--- src/hdl/wspcm_pkg.sv ---
`timescale 1ns / 1ps

package wspcm_pkg;

  typedef enum logic [2:0] {
    FMT_PCM8  = 3'd0,
    FMT_PCM16 = 3'd1,
    FMT_PCM24 = 3'd2,
    FMT_PCM32 = 3'd3,
    FMT_F32   = 3'd4,
    FMT_F64   = 3'd5
  } sample_fmt_e;

  localparam logic [2:0] FMT_RESET = FMT_PCM16;

  // gathered sample handed from the assembler to the converter
  typedef struct packed {
    logic [63:0] raw;
    logic [2:0]  fmt;
  } wspcm_sample_t;

  // byte count of one sample; zero marks an unused code
  function automatic logic [3:0] bytes_for_format(logic [2:0] fmt);
    logic [3:0] n;
    case (fmt)
      FMT_PCM8:  n = 4'd1;
      FMT_PCM16: n = 4'd2;
      FMT_PCM24: n = 4'd3;
      FMT_PCM32: n = 4'd4;
      FMT_F32:   n = 4'd4;
      FMT_F64:   n = 4'd8;
      default:   n = 4'd0;
    endcase
    return n;
  endfunction

endpackage

--- src/hdl/wspcm_ifs.sv ---
`timescale 1ns / 1ps

interface wspcm_byte_if;
  logic       valid;
  logic       ready;
  logic [7:0] data_byte;
  modport source (output valid, output data_byte, input ready);
  modport sink (input valid, input data_byte, output ready);
endinterface

interface wspcm_pcm_if;
  logic               valid;
  logic               ready;
  logic signed [15:0] pcm_sample;
  modport source (output valid, output pcm_sample, input ready);
  modport sink (input valid, input pcm_sample, output ready);
endinterface

interface wspcm_cfg_if;
  logic       valid;
  logic       ready;
  logic [2:0] sample_format;
  modport source (output valid, output sample_format, input ready);
  modport sink (input valid, input sample_format, output ready);
endinterface

--- src/hdl/wav_sample_to_pcm16_unit.sv ---
`timescale 1ns / 1ps

// Converts a little-endian byte stream into signed 16-bit PCM samples. The
// format register selects 8-bit offset binary, 16, 24 or 32-bit signed, or
// IEEE float32/float64; integer formats are scaled by truncation toward zero,
// floats are multiplied by 32768, saturated and truncated, and NaN gives 0.
// One byte is taken per clock while the output does not stall; a sample
// leaves once its format's 1 to 8 bytes are in, and passes from its last
// byte through the gather register and then the output register.
// Writing the format discards a partly gathered sample; unused codes drop
// every byte without a result.

module wav_sample_to_pcm16_unit
  import wspcm_pkg::*;
(
  input  logic        clk_i,
  input  logic        rst_ni,
  wspcm_byte_if.sink  byte_i,
  wspcm_cfg_if.sink   cfg_i,
  wspcm_pcm_if.source pcm_o
);

  wspcm_sample_t sample;
  logic          sample_valid;
  logic          sample_ready;

  wspcm_assemble u_assemble (
    .clk_i          (clk_i),
    .rst_ni         (rst_ni),
    .byte_i         (byte_i),
    .cfg_i          (cfg_i),
    .sample_o       (sample),
    .sample_valid_o (sample_valid),
    .sample_ready_i (sample_ready)
  );

  wspcm_convert u_convert (
    .clk_i          (clk_i),
    .rst_ni         (rst_ni),
    .sample_i       (sample),
    .sample_valid_i (sample_valid),
    .sample_ready_o (sample_ready),
    .pcm_o          (pcm_o)
  );

endmodule

--- src/hdl/wspcm_assemble.sv ---
`timescale 1ns / 1ps

module wspcm_assemble
  import wspcm_pkg::*;
(
  input  logic                clk_i,
  input  logic                rst_ni,
  wspcm_byte_if.sink          byte_i,
  wspcm_cfg_if.sink           cfg_i,
  output wspcm_sample_t       sample_o,
  output logic                sample_valid_o,
  input  logic                sample_ready_i
);

  logic [2:0]    fmt_q;
  logic [55:0]   asm_q, asm_d;
  logic [2:0]    held_q, held_d;
  logic          s_valid_q, s_valid_d;
  wspcm_sample_t s_q, s_d;

  logic          advance;
  logic          byte_fire;
  logic          cfg_fire;
  logic [3:0]    need;
  logic [63:0]   raw;
  logic          complete;

  assign advance      = !s_valid_q || sample_ready_i;
  assign byte_i.ready = advance;
  assign byte_fire    = byte_i.valid && advance;
  assign cfg_i.ready  = 1'b1;
  assign cfg_fire     = cfg_i.valid;
  assign need         = bytes_for_format(fmt_q);

  always_comb begin
    for (int i = 0; i < 8; i++) begin
      if (held_q == i[2:0]) begin
        raw[i*8 +: 8] = byte_i.data_byte;
      end else if (i < 7) begin
        raw[i*8 +: 8] = asm_q[i*8 +: 8];
      end else begin
        raw[i*8 +: 8] = 8'h00;
      end
    end
  end

  assign complete = ({1'b0, held_q} + 4'd1) >= need;

  always_comb begin
    asm_d     = asm_q;
    held_d    = held_q;
    s_valid_d = s_valid_q && !sample_ready_i;
    s_d       = s_q;
    if (cfg_fire) begin
      held_d = 3'd0;
    end else if (byte_fire) begin
      if (need == 4'd0) begin
        held_d = 3'd0;
      end else if (!complete) begin
        asm_d  = raw[55:0];
        held_d = held_q + 3'd1;
      end else begin
        held_d    = 3'd0;
        s_valid_d = 1'b1;
        s_d.raw   = raw;
        s_d.fmt   = fmt_q;
      end
    end
  end

  always_ff @(posedge clk_i or negedge rst_ni) begin
    if (!rst_ni) begin
      fmt_q     <= FMT_RESET;
      held_q    <= 3'd0;
      s_valid_q <= 1'b0;
    end else begin
      if (cfg_fire) begin
        fmt_q <= cfg_i.sample_format;
      end
      held_q    <= held_d;
      s_valid_q <= s_valid_d;
    end
  end

  always_ff @(posedge clk_i) begin
    asm_q <= asm_d;
    s_q   <= s_d;
  end

  assign sample_o       = s_q;
  assign sample_valid_o = s_valid_q;

  a_cfg_clears: assert property (@(posedge clk_i) disable iff (!rst_ni)
    cfg_fire |=> held_q == 3'd0)
    else $error("partial sample survived a format write");

  a_held_below_need: assert property (@(posedge clk_i) disable iff (!rst_ni)
    held_q != 3'd0 |-> {1'b0, held_q} < need)
    else $error("byte count reached sample size without completing");

  a_stall_holds: assert property (@(posedge clk_i) disable iff (!rst_ni)
    s_valid_q && !sample_ready_i |=> s_valid_q && $stable(s_q))
    else $error("gathered sample changed while stalled");

endmodule

--- src/hdl/wspcm_convert.sv ---
`timescale 1ns / 1ps

module wspcm_convert
  import wspcm_pkg::*;
(
  input  logic          clk_i,
  input  logic          rst_ni,
  input  wspcm_sample_t sample_i,
  input  logic          sample_valid_i,
  output logic          sample_ready_o,
  wspcm_pcm_if.source   pcm_o
);

  // significand is aligned to 53 bits, so float32 takes 29 more shift
  localparam logic [10:0] LIMIT_F32 = 11'd164;
  localparam logic [10:0] LIMIT_F64 = 11'd1060;
  localparam logic [16:0] MAG_SAT   = 17'h10000;

  logic        out_valid_q;
  logic [15:0] pcm_q, pcm_d;
  logic        in_fire;

  logic        f_neg;
  logic [10:0] f_exp;
  logic [10:0] f_eeff;
  logic [51:0] f_man;
  logic [52:0] f_sig;
  logic [10:0] f_limit;
  logic        f_emax;
  logic [10:0] f_shift;
  logic [52:0] f_shifted;
  logic [24:0] mag24;
  logic [32:0] mag32;
  logic        neg;
  logic [16:0] mag;
  logic        packed_out;

  assign sample_ready_o = !out_valid_q || pcm_o.ready;
  assign in_fire        = sample_valid_i && sample_ready_o;

  always_comb begin
    if (sample_i.fmt == FMT_F32) begin
      f_neg   = sample_i.raw[31];
      f_exp   = {3'd0, sample_i.raw[30:23]};
      f_man   = {sample_i.raw[22:0], 29'd0};
      f_emax  = sample_i.raw[30:23] == 8'hFF;
      f_limit = LIMIT_F32;
    end else begin
      f_neg   = sample_i.raw[63];
      f_exp   = sample_i.raw[62:52];
      f_man   = sample_i.raw[51:0];
      f_emax  = sample_i.raw[62:52] == 11'h7FF;
      f_limit = LIMIT_F64;
    end
    f_sig     = {f_exp != 11'd0, f_man};
    f_eeff    = (f_exp == 11'd0) ? 11'd1 : f_exp;
    f_shift   = f_limit - f_eeff;
    f_shifted = f_sig >> f_shift[5:0];
  end

  assign mag24 = sample_i.raw[23] ? (25'h1000000 - {1'b0, sample_i.raw[23:0]})
                                  : {1'b0, sample_i.raw[23:0]};
  assign mag32 = sample_i.raw[31] ? (33'h100000000 - {1'b0, sample_i.raw[31:0]})
                                  : {1'b0, sample_i.raw[31:0]};

  always_comb begin
    neg        = 1'b0;
    mag        = 17'd0;
    packed_out = 1'b1;
    pcm_d      = 16'h0000;
    case (sample_i.fmt)
      FMT_PCM8: begin
        packed_out = 1'b0;
        pcm_d      = {~sample_i.raw[7], sample_i.raw[6:0], 8'h00};
      end
      FMT_PCM16: begin
        packed_out = 1'b0;
        pcm_d      = sample_i.raw[15:0];
      end
      FMT_PCM24: begin
        neg = sample_i.raw[23];
        mag = mag24[24:8];
      end
      FMT_PCM32: begin
        neg = sample_i.raw[31];
        mag = mag32[32:16];
      end
      FMT_F32, FMT_F64: begin
        neg = f_neg;
        if (f_emax) begin
          if (f_man != 52'd0) begin
            neg = 1'b0;
            mag = 17'd0;
          end else begin
            mag = MAG_SAT;
          end
        end else if (f_eeff >= f_limit) begin
          mag = MAG_SAT;
        end else if (f_shift >= 11'd53) begin
          mag = 17'd0;
        end else if (|f_shifted[52:17]) begin
          mag = MAG_SAT;
        end else begin
          mag = f_shifted[16:0];
        end
      end
      default: begin
        packed_out = 1'b0;
      end
    endcase
    if (packed_out) begin
      if (neg) begin
        pcm_d = (mag > 17'd32768) ? 16'h8000 : (16'd0 - mag[15:0]);
      end else begin
        pcm_d = (mag > 17'd32767) ? 16'h7FFF : mag[15:0];
      end
    end
  end

  always_ff @(posedge clk_i or negedge rst_ni) begin
    if (!rst_ni) begin
      out_valid_q <= 1'b0;
    end else if (sample_ready_o) begin
      out_valid_q <= sample_valid_i;
    end
  end

  always_ff @(posedge clk_i) begin
    if (in_fire) begin
      pcm_q <= pcm_d;
    end
  end

  assign pcm_o.valid      = out_valid_q;
  assign pcm_o.pcm_sample = pcm_q;

  a_nan_zero: assert property (@(posedge clk_i) disable iff (!rst_ni)
    in_fire && (sample_i.fmt == FMT_F32 || sample_i.fmt == FMT_F64) && f_emax
      && f_man != 52'd0 |=> pcm_q == 16'h0000)
    else $error("NaN did not convert to zero");

endmodule
--- src/flat_wrapper.sv ---
// flat-port wrapper written by rule: the top's interface ports become plain ports
module wav_sample_to_pcm16_unit_flat import wspcm_pkg::*;
  (clk_i, rst_ni, byte_i_valid, byte_i_data_byte, byte_i_ready, cfg_i_valid, cfg_i_sample_format, cfg_i_ready, pcm_o_valid, pcm_o_pcm_sample, pcm_o_ready);
  wspcm_byte_if byte_i_i ();
  wspcm_cfg_if cfg_i_i ();
  wspcm_pcm_if pcm_o_i ();
  input  logic clk_i;
  input  logic rst_ni;
  input wire logic [$bits(byte_i_i.valid)-1:0] byte_i_valid;
  input wire logic [$bits(byte_i_i.data_byte)-1:0] byte_i_data_byte;
  output wire logic [$bits(byte_i_i.ready)-1:0] byte_i_ready;
  input wire logic [$bits(cfg_i_i.valid)-1:0] cfg_i_valid;
  input wire logic [$bits(cfg_i_i.sample_format)-1:0] cfg_i_sample_format;
  output wire logic [$bits(cfg_i_i.ready)-1:0] cfg_i_ready;
  output wire logic [$bits(pcm_o_i.valid)-1:0] pcm_o_valid;
  output wire logic [$bits(pcm_o_i.pcm_sample)-1:0] pcm_o_pcm_sample;
  input wire logic [$bits(pcm_o_i.ready)-1:0] pcm_o_ready;
  assign byte_i_i.valid = byte_i_valid;
  assign byte_i_i.data_byte = byte_i_data_byte;
  assign byte_i_ready = byte_i_i.ready;
  assign cfg_i_i.valid = cfg_i_valid;
  assign cfg_i_i.sample_format = cfg_i_sample_format;
  assign cfg_i_ready = cfg_i_i.ready;
  assign pcm_o_valid = pcm_o_i.valid;
  assign pcm_o_pcm_sample = pcm_o_i.pcm_sample;
  assign pcm_o_i.ready = pcm_o_ready;
  wav_sample_to_pcm16_unit u_core (.clk_i(clk_i), .rst_ni(rst_ni), .byte_i(byte_i_i), .cfg_i(cfg_i_i), .pcm_o(pcm_o_i));
endmodule
--- config.mk ---
export PLATFORM = sky130hd
export DESIGN_NAME = wav_sample_to_pcm16_unit_flat
export DESIGN_NICKNAME = d
export VERILOG_FILES = /design/src/hdl/wspcm_pkg.sv /design/src/hdl/wspcm_ifs.sv /design/src/hdl/wav_sample_to_pcm16_unit.sv /design/src/hdl/wspcm_assemble.sv /design/src/hdl/wspcm_convert.sv /design/src/flat_wrapper.sv
export SDC_FILE = /design/constraint.sdc
export NUM_CORES = 1
export LEC_CHECK = 0
export BUFFER_PORTS_ARGS = -buffer_cell sky130_fd_sc_hd__buf_2
export CELL_PAD_IN_SITES_DETAIL_PLACEMENT = 0
export CELL_PAD_IN_SITES_GLOBAL_PLACEMENT = 2
export CORE_UTILIZATION = 45
export CTS_CLUSTER_DIAMETER = 30
export DETAILED_ROUTE_END_ITERATION = 12
export PLACE_DENSITY_LB_ADDON = 0.1
export SLEW_MARGIN = 15
export SYNTH_ARGS = -nofsm -noshare
export SYNTH_HDL_FRONTEND = slang
export SYNTH_HIERARCHICAL = 1
export SYNTH_SLANG_ARGS = --single-unit
--- constraint.sdc ---
create_clock -name clk_i -period 18.2 [get_ports clk_i]
set_clock_uncertainty 0.1 [all_clocks]
set_input_delay 4.55 -clock clk_i [delete_from_list [all_inputs] [get_ports clk_i]]
set_output_delay 4.55 -clock clk_i [all_outputs]
set_load 0.01 [all_outputs]
# Word level (Yosys, flattened, before mapping)
# Index checks and enable logic that the tools add are counted.
[word_totals] word_cells=105 out_inout_bits=19 reg_bits=147 in_bits=16
[classes] n_addsub=6 magnitude_cmp=5 reduce_logical=22 n_bitwise=4 eq_ne=19 shifts=1 n_mux=39
[ops] op="17-bit two-way mux" count=5
[ops] op="16-bit two-way mux" count=4
[ops] op="8-bit two-way mux" count=7
[ops] op="53-bit by 6-bit right shift with 53-bit output" count=1
[ops] op="52-bit two-way mux" count=1
[ops] op="52-bit nonzero test" count=1
[ops] op="17-bit one-hot mux with 3 select lines" count=1
[ops] op="36-bit OR reduction" count=1
[ops] op="11-bit two-way mux" count=3
[ops] op="33-bit two-way mux" count=1
[ops] op="33-bit by 32-bit subtractor with 33-bit output, first input constant" count=1
[ops] op="16-bit one-hot mux with 2 select lines" count=1
[ops] op="25-bit two-way mux" count=1
[ops] op="25-bit by 24-bit subtractor with 25-bit output, first input constant" count=1
[ops] op="3-bit == test, second input constant" count=8
[ops] op="4-bit one-hot mux with 5 select lines" count=1
[ops] op="3-bit by 2-bit == test with 1-bit output, second input constant" count=6
[ops] op="17-bit by 15-bit greater-than comparator with 1-bit output, second input constant" count=1
[ops] op="17-bit by 16-bit greater-than comparator with 1-bit output, second input constant" count=1
[ops] op="1-bit by 16-bit subtractor with 16-bit output, first input constant" count=1
[ops] op="3-bit two-way mux" count=4
[ops] op="11-bit == test, second input constant" count=1
[ops] op="11-bit greater-or-equal comparator" count=1
[ops] op="11-bit by 6-bit greater-or-equal comparator with 1-bit output, second input constant" count=1
[ops] op="other kinds (20)" count=42

# Depth between registers and ports, before layout
[depth] word_depth=16 mapped_depth=26 depth_no_buf=19

# Hierarchy
# Netlist, hierarchy kept.
[by_module_without_submodules] module="wspcm_convert" cells_each=854 seq_area_each_um2=505.5 area_per_inst_um2=6103.4 instances=1
[by_module_without_submodules] module="wspcm_assemble" cells_each=245 seq_area_each_um2=3870.0 area_per_inst_um2=4936.0 instances=1

# Least setup slack after synthesis
# OpenSTA, ideal clock, no wires.
[synth_path] kind="input port to output port" startpoint="input port pcm_o_ready" endpoint="output port byte_i_ready" arrival_time_ns=4.908 cell_stages=2 required_time_ns=13.550 path_buffers=0 setup_slack_ns=8.642 cell_sequence="nand2b_1 -> nand2b_1"
[synth_between] elab_chain_cells=2
[synth_rtl] element="start: declaration" line="flat_wrapper.sv:17" rtl="input wire logic [$bits(pcm_o_i.ready)-1:0] pcm_o_ready;"
[synth_rtl] element="1-bit logical OR" line="wspcm_convert.sv:38" rtl="assign sample_ready_o = !out_valid_q || pcm_o.ready;"
[synth_rtl] element="1-bit logical OR" line="wspcm_assemble.sv:28" rtl="assign advance = !s_valid_q || sample_ready_i;"
[synth_rtl] element="end: declaration" line="flat_wrapper.sv:11" rtl="output wire logic [$bits(byte_i_i.ready)-1:0] byte_i_ready;"
# Every way passes these cells.

# Worst setup path in the final report
[layout_path] startpoint="input port pcm_o_ready" endpoint="output port byte_i_ready"
[layout_between] elab_chain_cells=2
[layout_rtl] element="1-bit logical OR" line="wspcm_convert.sv:38"
[layout_rtl] element="net u_core.sample_ready" line="wav_sample_to_pcm16_unit.sv:25" rtl="logic sample_ready;"
[layout_rtl] element="1-bit logical OR" line="wspcm_assemble.sv:28"
# The timed path passes the listed nets, and every way through them passes these cells.

==> results.sh <==
export IMPL_synth_seq_cells=147
export IMPL_crit_path_cell_trace="buf_2, nand2b_1, nand2b_1, buf_2"
export IMPL_rsz0062_at_grt="no"
export IMPL_drt_initial_drc_count=1096
export IMPL_antenna_found_initial=0
export IMPL_reg2regPathDepth=21
export IMPL_hold_viol_final=0
export IMPL_crit_required_ns=13.55
export IMPL_syn_num_nets=1130
export IMPL_dieArea_mm2=0.0252
export IMPL_cp_slowest_cell="nand2b_1"
export IMPL_power_leakage_nw=4.22
export IMPL_io_buffer_count=33
export IMPL_pwr_share_clk=0.320
export IMPL_tightest_slew_ns=0.991
export IMPL_setup_viol=0
export IMPL_tns_ns=0
export IMPL_p_int_mw=0.694
export IMPL_grt_pass1_wl_mm=56.3
export IMPL_hold_path_endpoint="u_core/u_convert/pcm_o.valid"
export IMPL_vias=9322
export IMPL_ys_warnings_count=6
export IMPL_layout_drive_gt1_share=0.192
export IMPL_diodes=0
export IMPL_hpwl_mm=26.4
export IMPL_async_flop_share=0.0544
export IMPL_cp_start_kind="input pin"
export IMPL_worstReg2RegStart="u_core/u_assemble/sample_o[0]"
export IMPL_die_w_um=159
export IMPL_drt_pass1_iterations=5
export IMPL_gp_congestion=0.962
export IMPL_root_buffer="clkbuf_16"
export IMPL_grt_pass1_vias=8607
export IMPL_critPathCaptureType="output pin"
export IMPL_track_usage=0.310
export IMPL_insertion_delay_ns=0.43
export IMPL_syn_to_final_growth_pct=7.96
export IMPL_timing_hold_ws_ns=0.382
export IMPL_holdCritStartpoint="u_core/u_assemble/sample_valid_o"
export IMPL_final_cell_mix="edfxtp_1 (139), nand2_1 (88), mux2_2 (81), mux2i_1 (81), o21ai_0 (59)"
export IMPL_nets=1111
export IMPL_cp_buffers_inverters=2
export IMPL_slowest_delay_ns=0.20
export IMPL_fmax_mhz=102
export IMPL_drtAntennaViolNets=0
export IMPL_critical_path_class="input pin to output pin"
export IMPL_hp_class="register to register"
export IMPL_drc=0
export IMPL_postPlaceCellArea_mm2=0.0114
export IMPL_syn_avg_cell_area_um2=10.0
export IMPL_cts_sinks=147
export IMPL_crit_arrival_ns=5.16
export IMPL_core_area_mm2=0.0238
export IMPL_synthesis_area_mm2=0.0110
export IMPL_rrSetupSlack_ns=9.65
export IMPL_power_density_mw_per_mm2=89.3
export IMPL_cts_max_path_buffers=2
export IMPL_synth_cell_types=97
export IMPL_grt_overflow=0
export IMPL_seq_power_share=0.412
export IMPL_cts_tree="done"
export IMPL_maxSlewViolCount=0
export IMPL_finalWorstSetupSlack_ns=8.39
export IMPL_cts_resized_gates=0
export IMPL_swShare=0.348
export IMPL_cts_buffers_inserted=17
export IMPL_max_slew_margin=0.332
export IMPL_io_pins=35
export IMPL_post_cts_buffers=0
export IMPL_clkSlewWorstSetupHoldPaths_ns=0.07
export IMPL_htreeDepth=4
export IMPL_status="finished, final reports clean"
export IMPL_worstPathMaxFanout=4
export IMPL_pre_cts_ws_ns=8.38
export IMPL_path_delay_family="simple AND/OR/NAND/NOR gates"
export IMPL_peakVddDrop_v=0.0000752
export IMPL_finalCritPeriodShare=0.539
export IMPL_pwr_share_comb=0.268
export IMPL_switching_power_mw=0.370
export IMPL_layout_commonest_cell="edfxtp_1"
export IMPL_drv_cap=0
export IMPL_start_util=0.465
export IMPL_rr_endpoint="u_core/u_convert/pcm_o.pcm_sample[13]"
export IMPL_die_y_um=159
export IMPL_hold_buffers=0
export IMPL_synth_edff_count=139
export IMPL_min_period_ns=9.81
export IMPL_viasPerCell=6.60
export IMPL_finalWirelength_mm=38.0
export IMPL_netlist_instances=1099
export IMPL_rows=56
export IMPL_final_area_mm2=0.0119
export IMPL_grt_max_degree=76
export IMPL_synth_seq_area_share=0.396
export IMPL_avgRoutedWirePerCell_um=26.9
export IMPL_yosys_most_used_dff="edfxtp_1"
export IMPL_holdPathStages=1
## metrics by stage
| stage | total power, mW | instances | utilization |
|---|---|---|---|
| CTS | 1.06 | 1412 | 0.502 |
| global route | 1.11 | 1412 | 0.502 |
| detailed placement | 0.722 | 1380 | 0.478 |
| global placement | 0.722 | 1380 | 0.478 |
| finish | 1.06 | 1412 | 0.502 |
| floorplan | 0.635 | 1099 | - |
## layout make-up
cell class                      instances  area, µm²
Tap cell                              319        399
Clock buffer                           17        425
Inverter                               21       78.8
Fill cell                            2172      11800
Clock inverter                         15        138
Multi-Input combinational cell        842       6200
Timing Repair Buffer                   51        300
Sequential cell                       147       4380
## synth_stat cells (5+ instances only)
master / number / area [µm²]
a2111oi_0: 5 / 43.8
a211oi_1: 30 / 225
a21oi_1: 36 / 180
a221oi_1: 5 / 43.8
a22o_1: 5 / 43.8
a31o_2: 7 / 61.3
a31oi_1: 14 / 87.6
a32oi_1: 5 / 43.8
and2_1: 18 / 113
and3_1: 10 / 62.6
buf_1: 8 / 30.0
buf_2: 24 / 120
clkbuf_1: 51 / 191
dfrtp_1: 7 / 175
edfxtp_1: 139 / 4170
ha_1: 15 / 188
inv_1: 18 / 67.6
mux2_2: 81 / 912
mux2i_1: 81 / 811
mux4_2: 5 / 113
nand2_1: 88 / 330
nand2b_1: 14 / 87.6
nand3_1: 43 / 215
nand4_1: 11 / 68.8
nor2_1: 42 / 158
nor2b_1: 11 / 68.8
nor3_1: 34 / 170
nor3b_1: 5 / 37.5
nor4_1: 25 / 156
o211ai_1: 18 / 135
o21ai_0: 59 / 295
o22ai_1: 17 / 106
o31ai_1: 6 / 45.0
or2_2: 7 / 43.8
or3_1: 7 / 43.8
xnor2_1: 7 / 61.3
xor2_1: 29 / 254
## routing by layer
metal  vias up  part of all wire  track usage
li1       4228                 -            -
met3        60             0.083       0.0582
met2       457              0.44        0.453
met5         -                 0            0
met4         0             0.029        0.113
met1      4577              0.45        0.452
## power groups by stage
stage / combinational, mW / clock (mW) / sequential, mW
3_5_place_dp: 0.277 / 0 / 0.445
6_report: 0.286 / 0.340 / 0.439
5_1_grt: 0.306 / 0.360 / 0.441
4_1_cts: 0.279 / 0.347 / 0.438
3_3_place_gp: 0.278 / 0 / 0.444
2_1_floorplan: 0.210 / 0 / 0.424
## logic make-up after synthesis
group	synth area share
adder cells (fa/ha/maj)	0.0170
buffers and inverters	0.0432
multiplexers	0.172
AO/OA/AOI/OAI	0.176
AND/OR/NAND/NOR	0.164
other	0.000340
XOR/XNOR	0.0315
flip-flops	0.396
## worst max-delay path by stage
stage / end / slack [ns] / startpoint / cells past startpoint
3_3_place_gp: byte_i_ready / 8.40 / pcm_o_ready / 4
5_1_grt: byte_i_ready / 8.35 / pcm_o_ready / 4
3_5_place_dp: byte_i_ready / 8.38 / pcm_o_ready / 4
4_1_cts: byte_i_ready / 8.38 / pcm_o_ready / 4
6_report: byte_i_ready / 8.39 / pcm_o_ready / 4
2_1_floorplan: byte_i_ready / 8.64 / pcm_o_ready / 2
## state kept, by name, indices dropped and copies added, names as in the netlist
signal,flops
u_core/u_assemble/sample_valid_o,1
u_core/u_assemble/sample_o,67
u_core/u_assemble/held_q,3
u_core/u_assemble/fmt_q,3
u_core/u_convert/pcm_o.valid,1
u_core/u_assemble/asm_q,56
u_core/u_convert/pcm_o.pcm_sample,16
(Power assumes the default switching activity.)
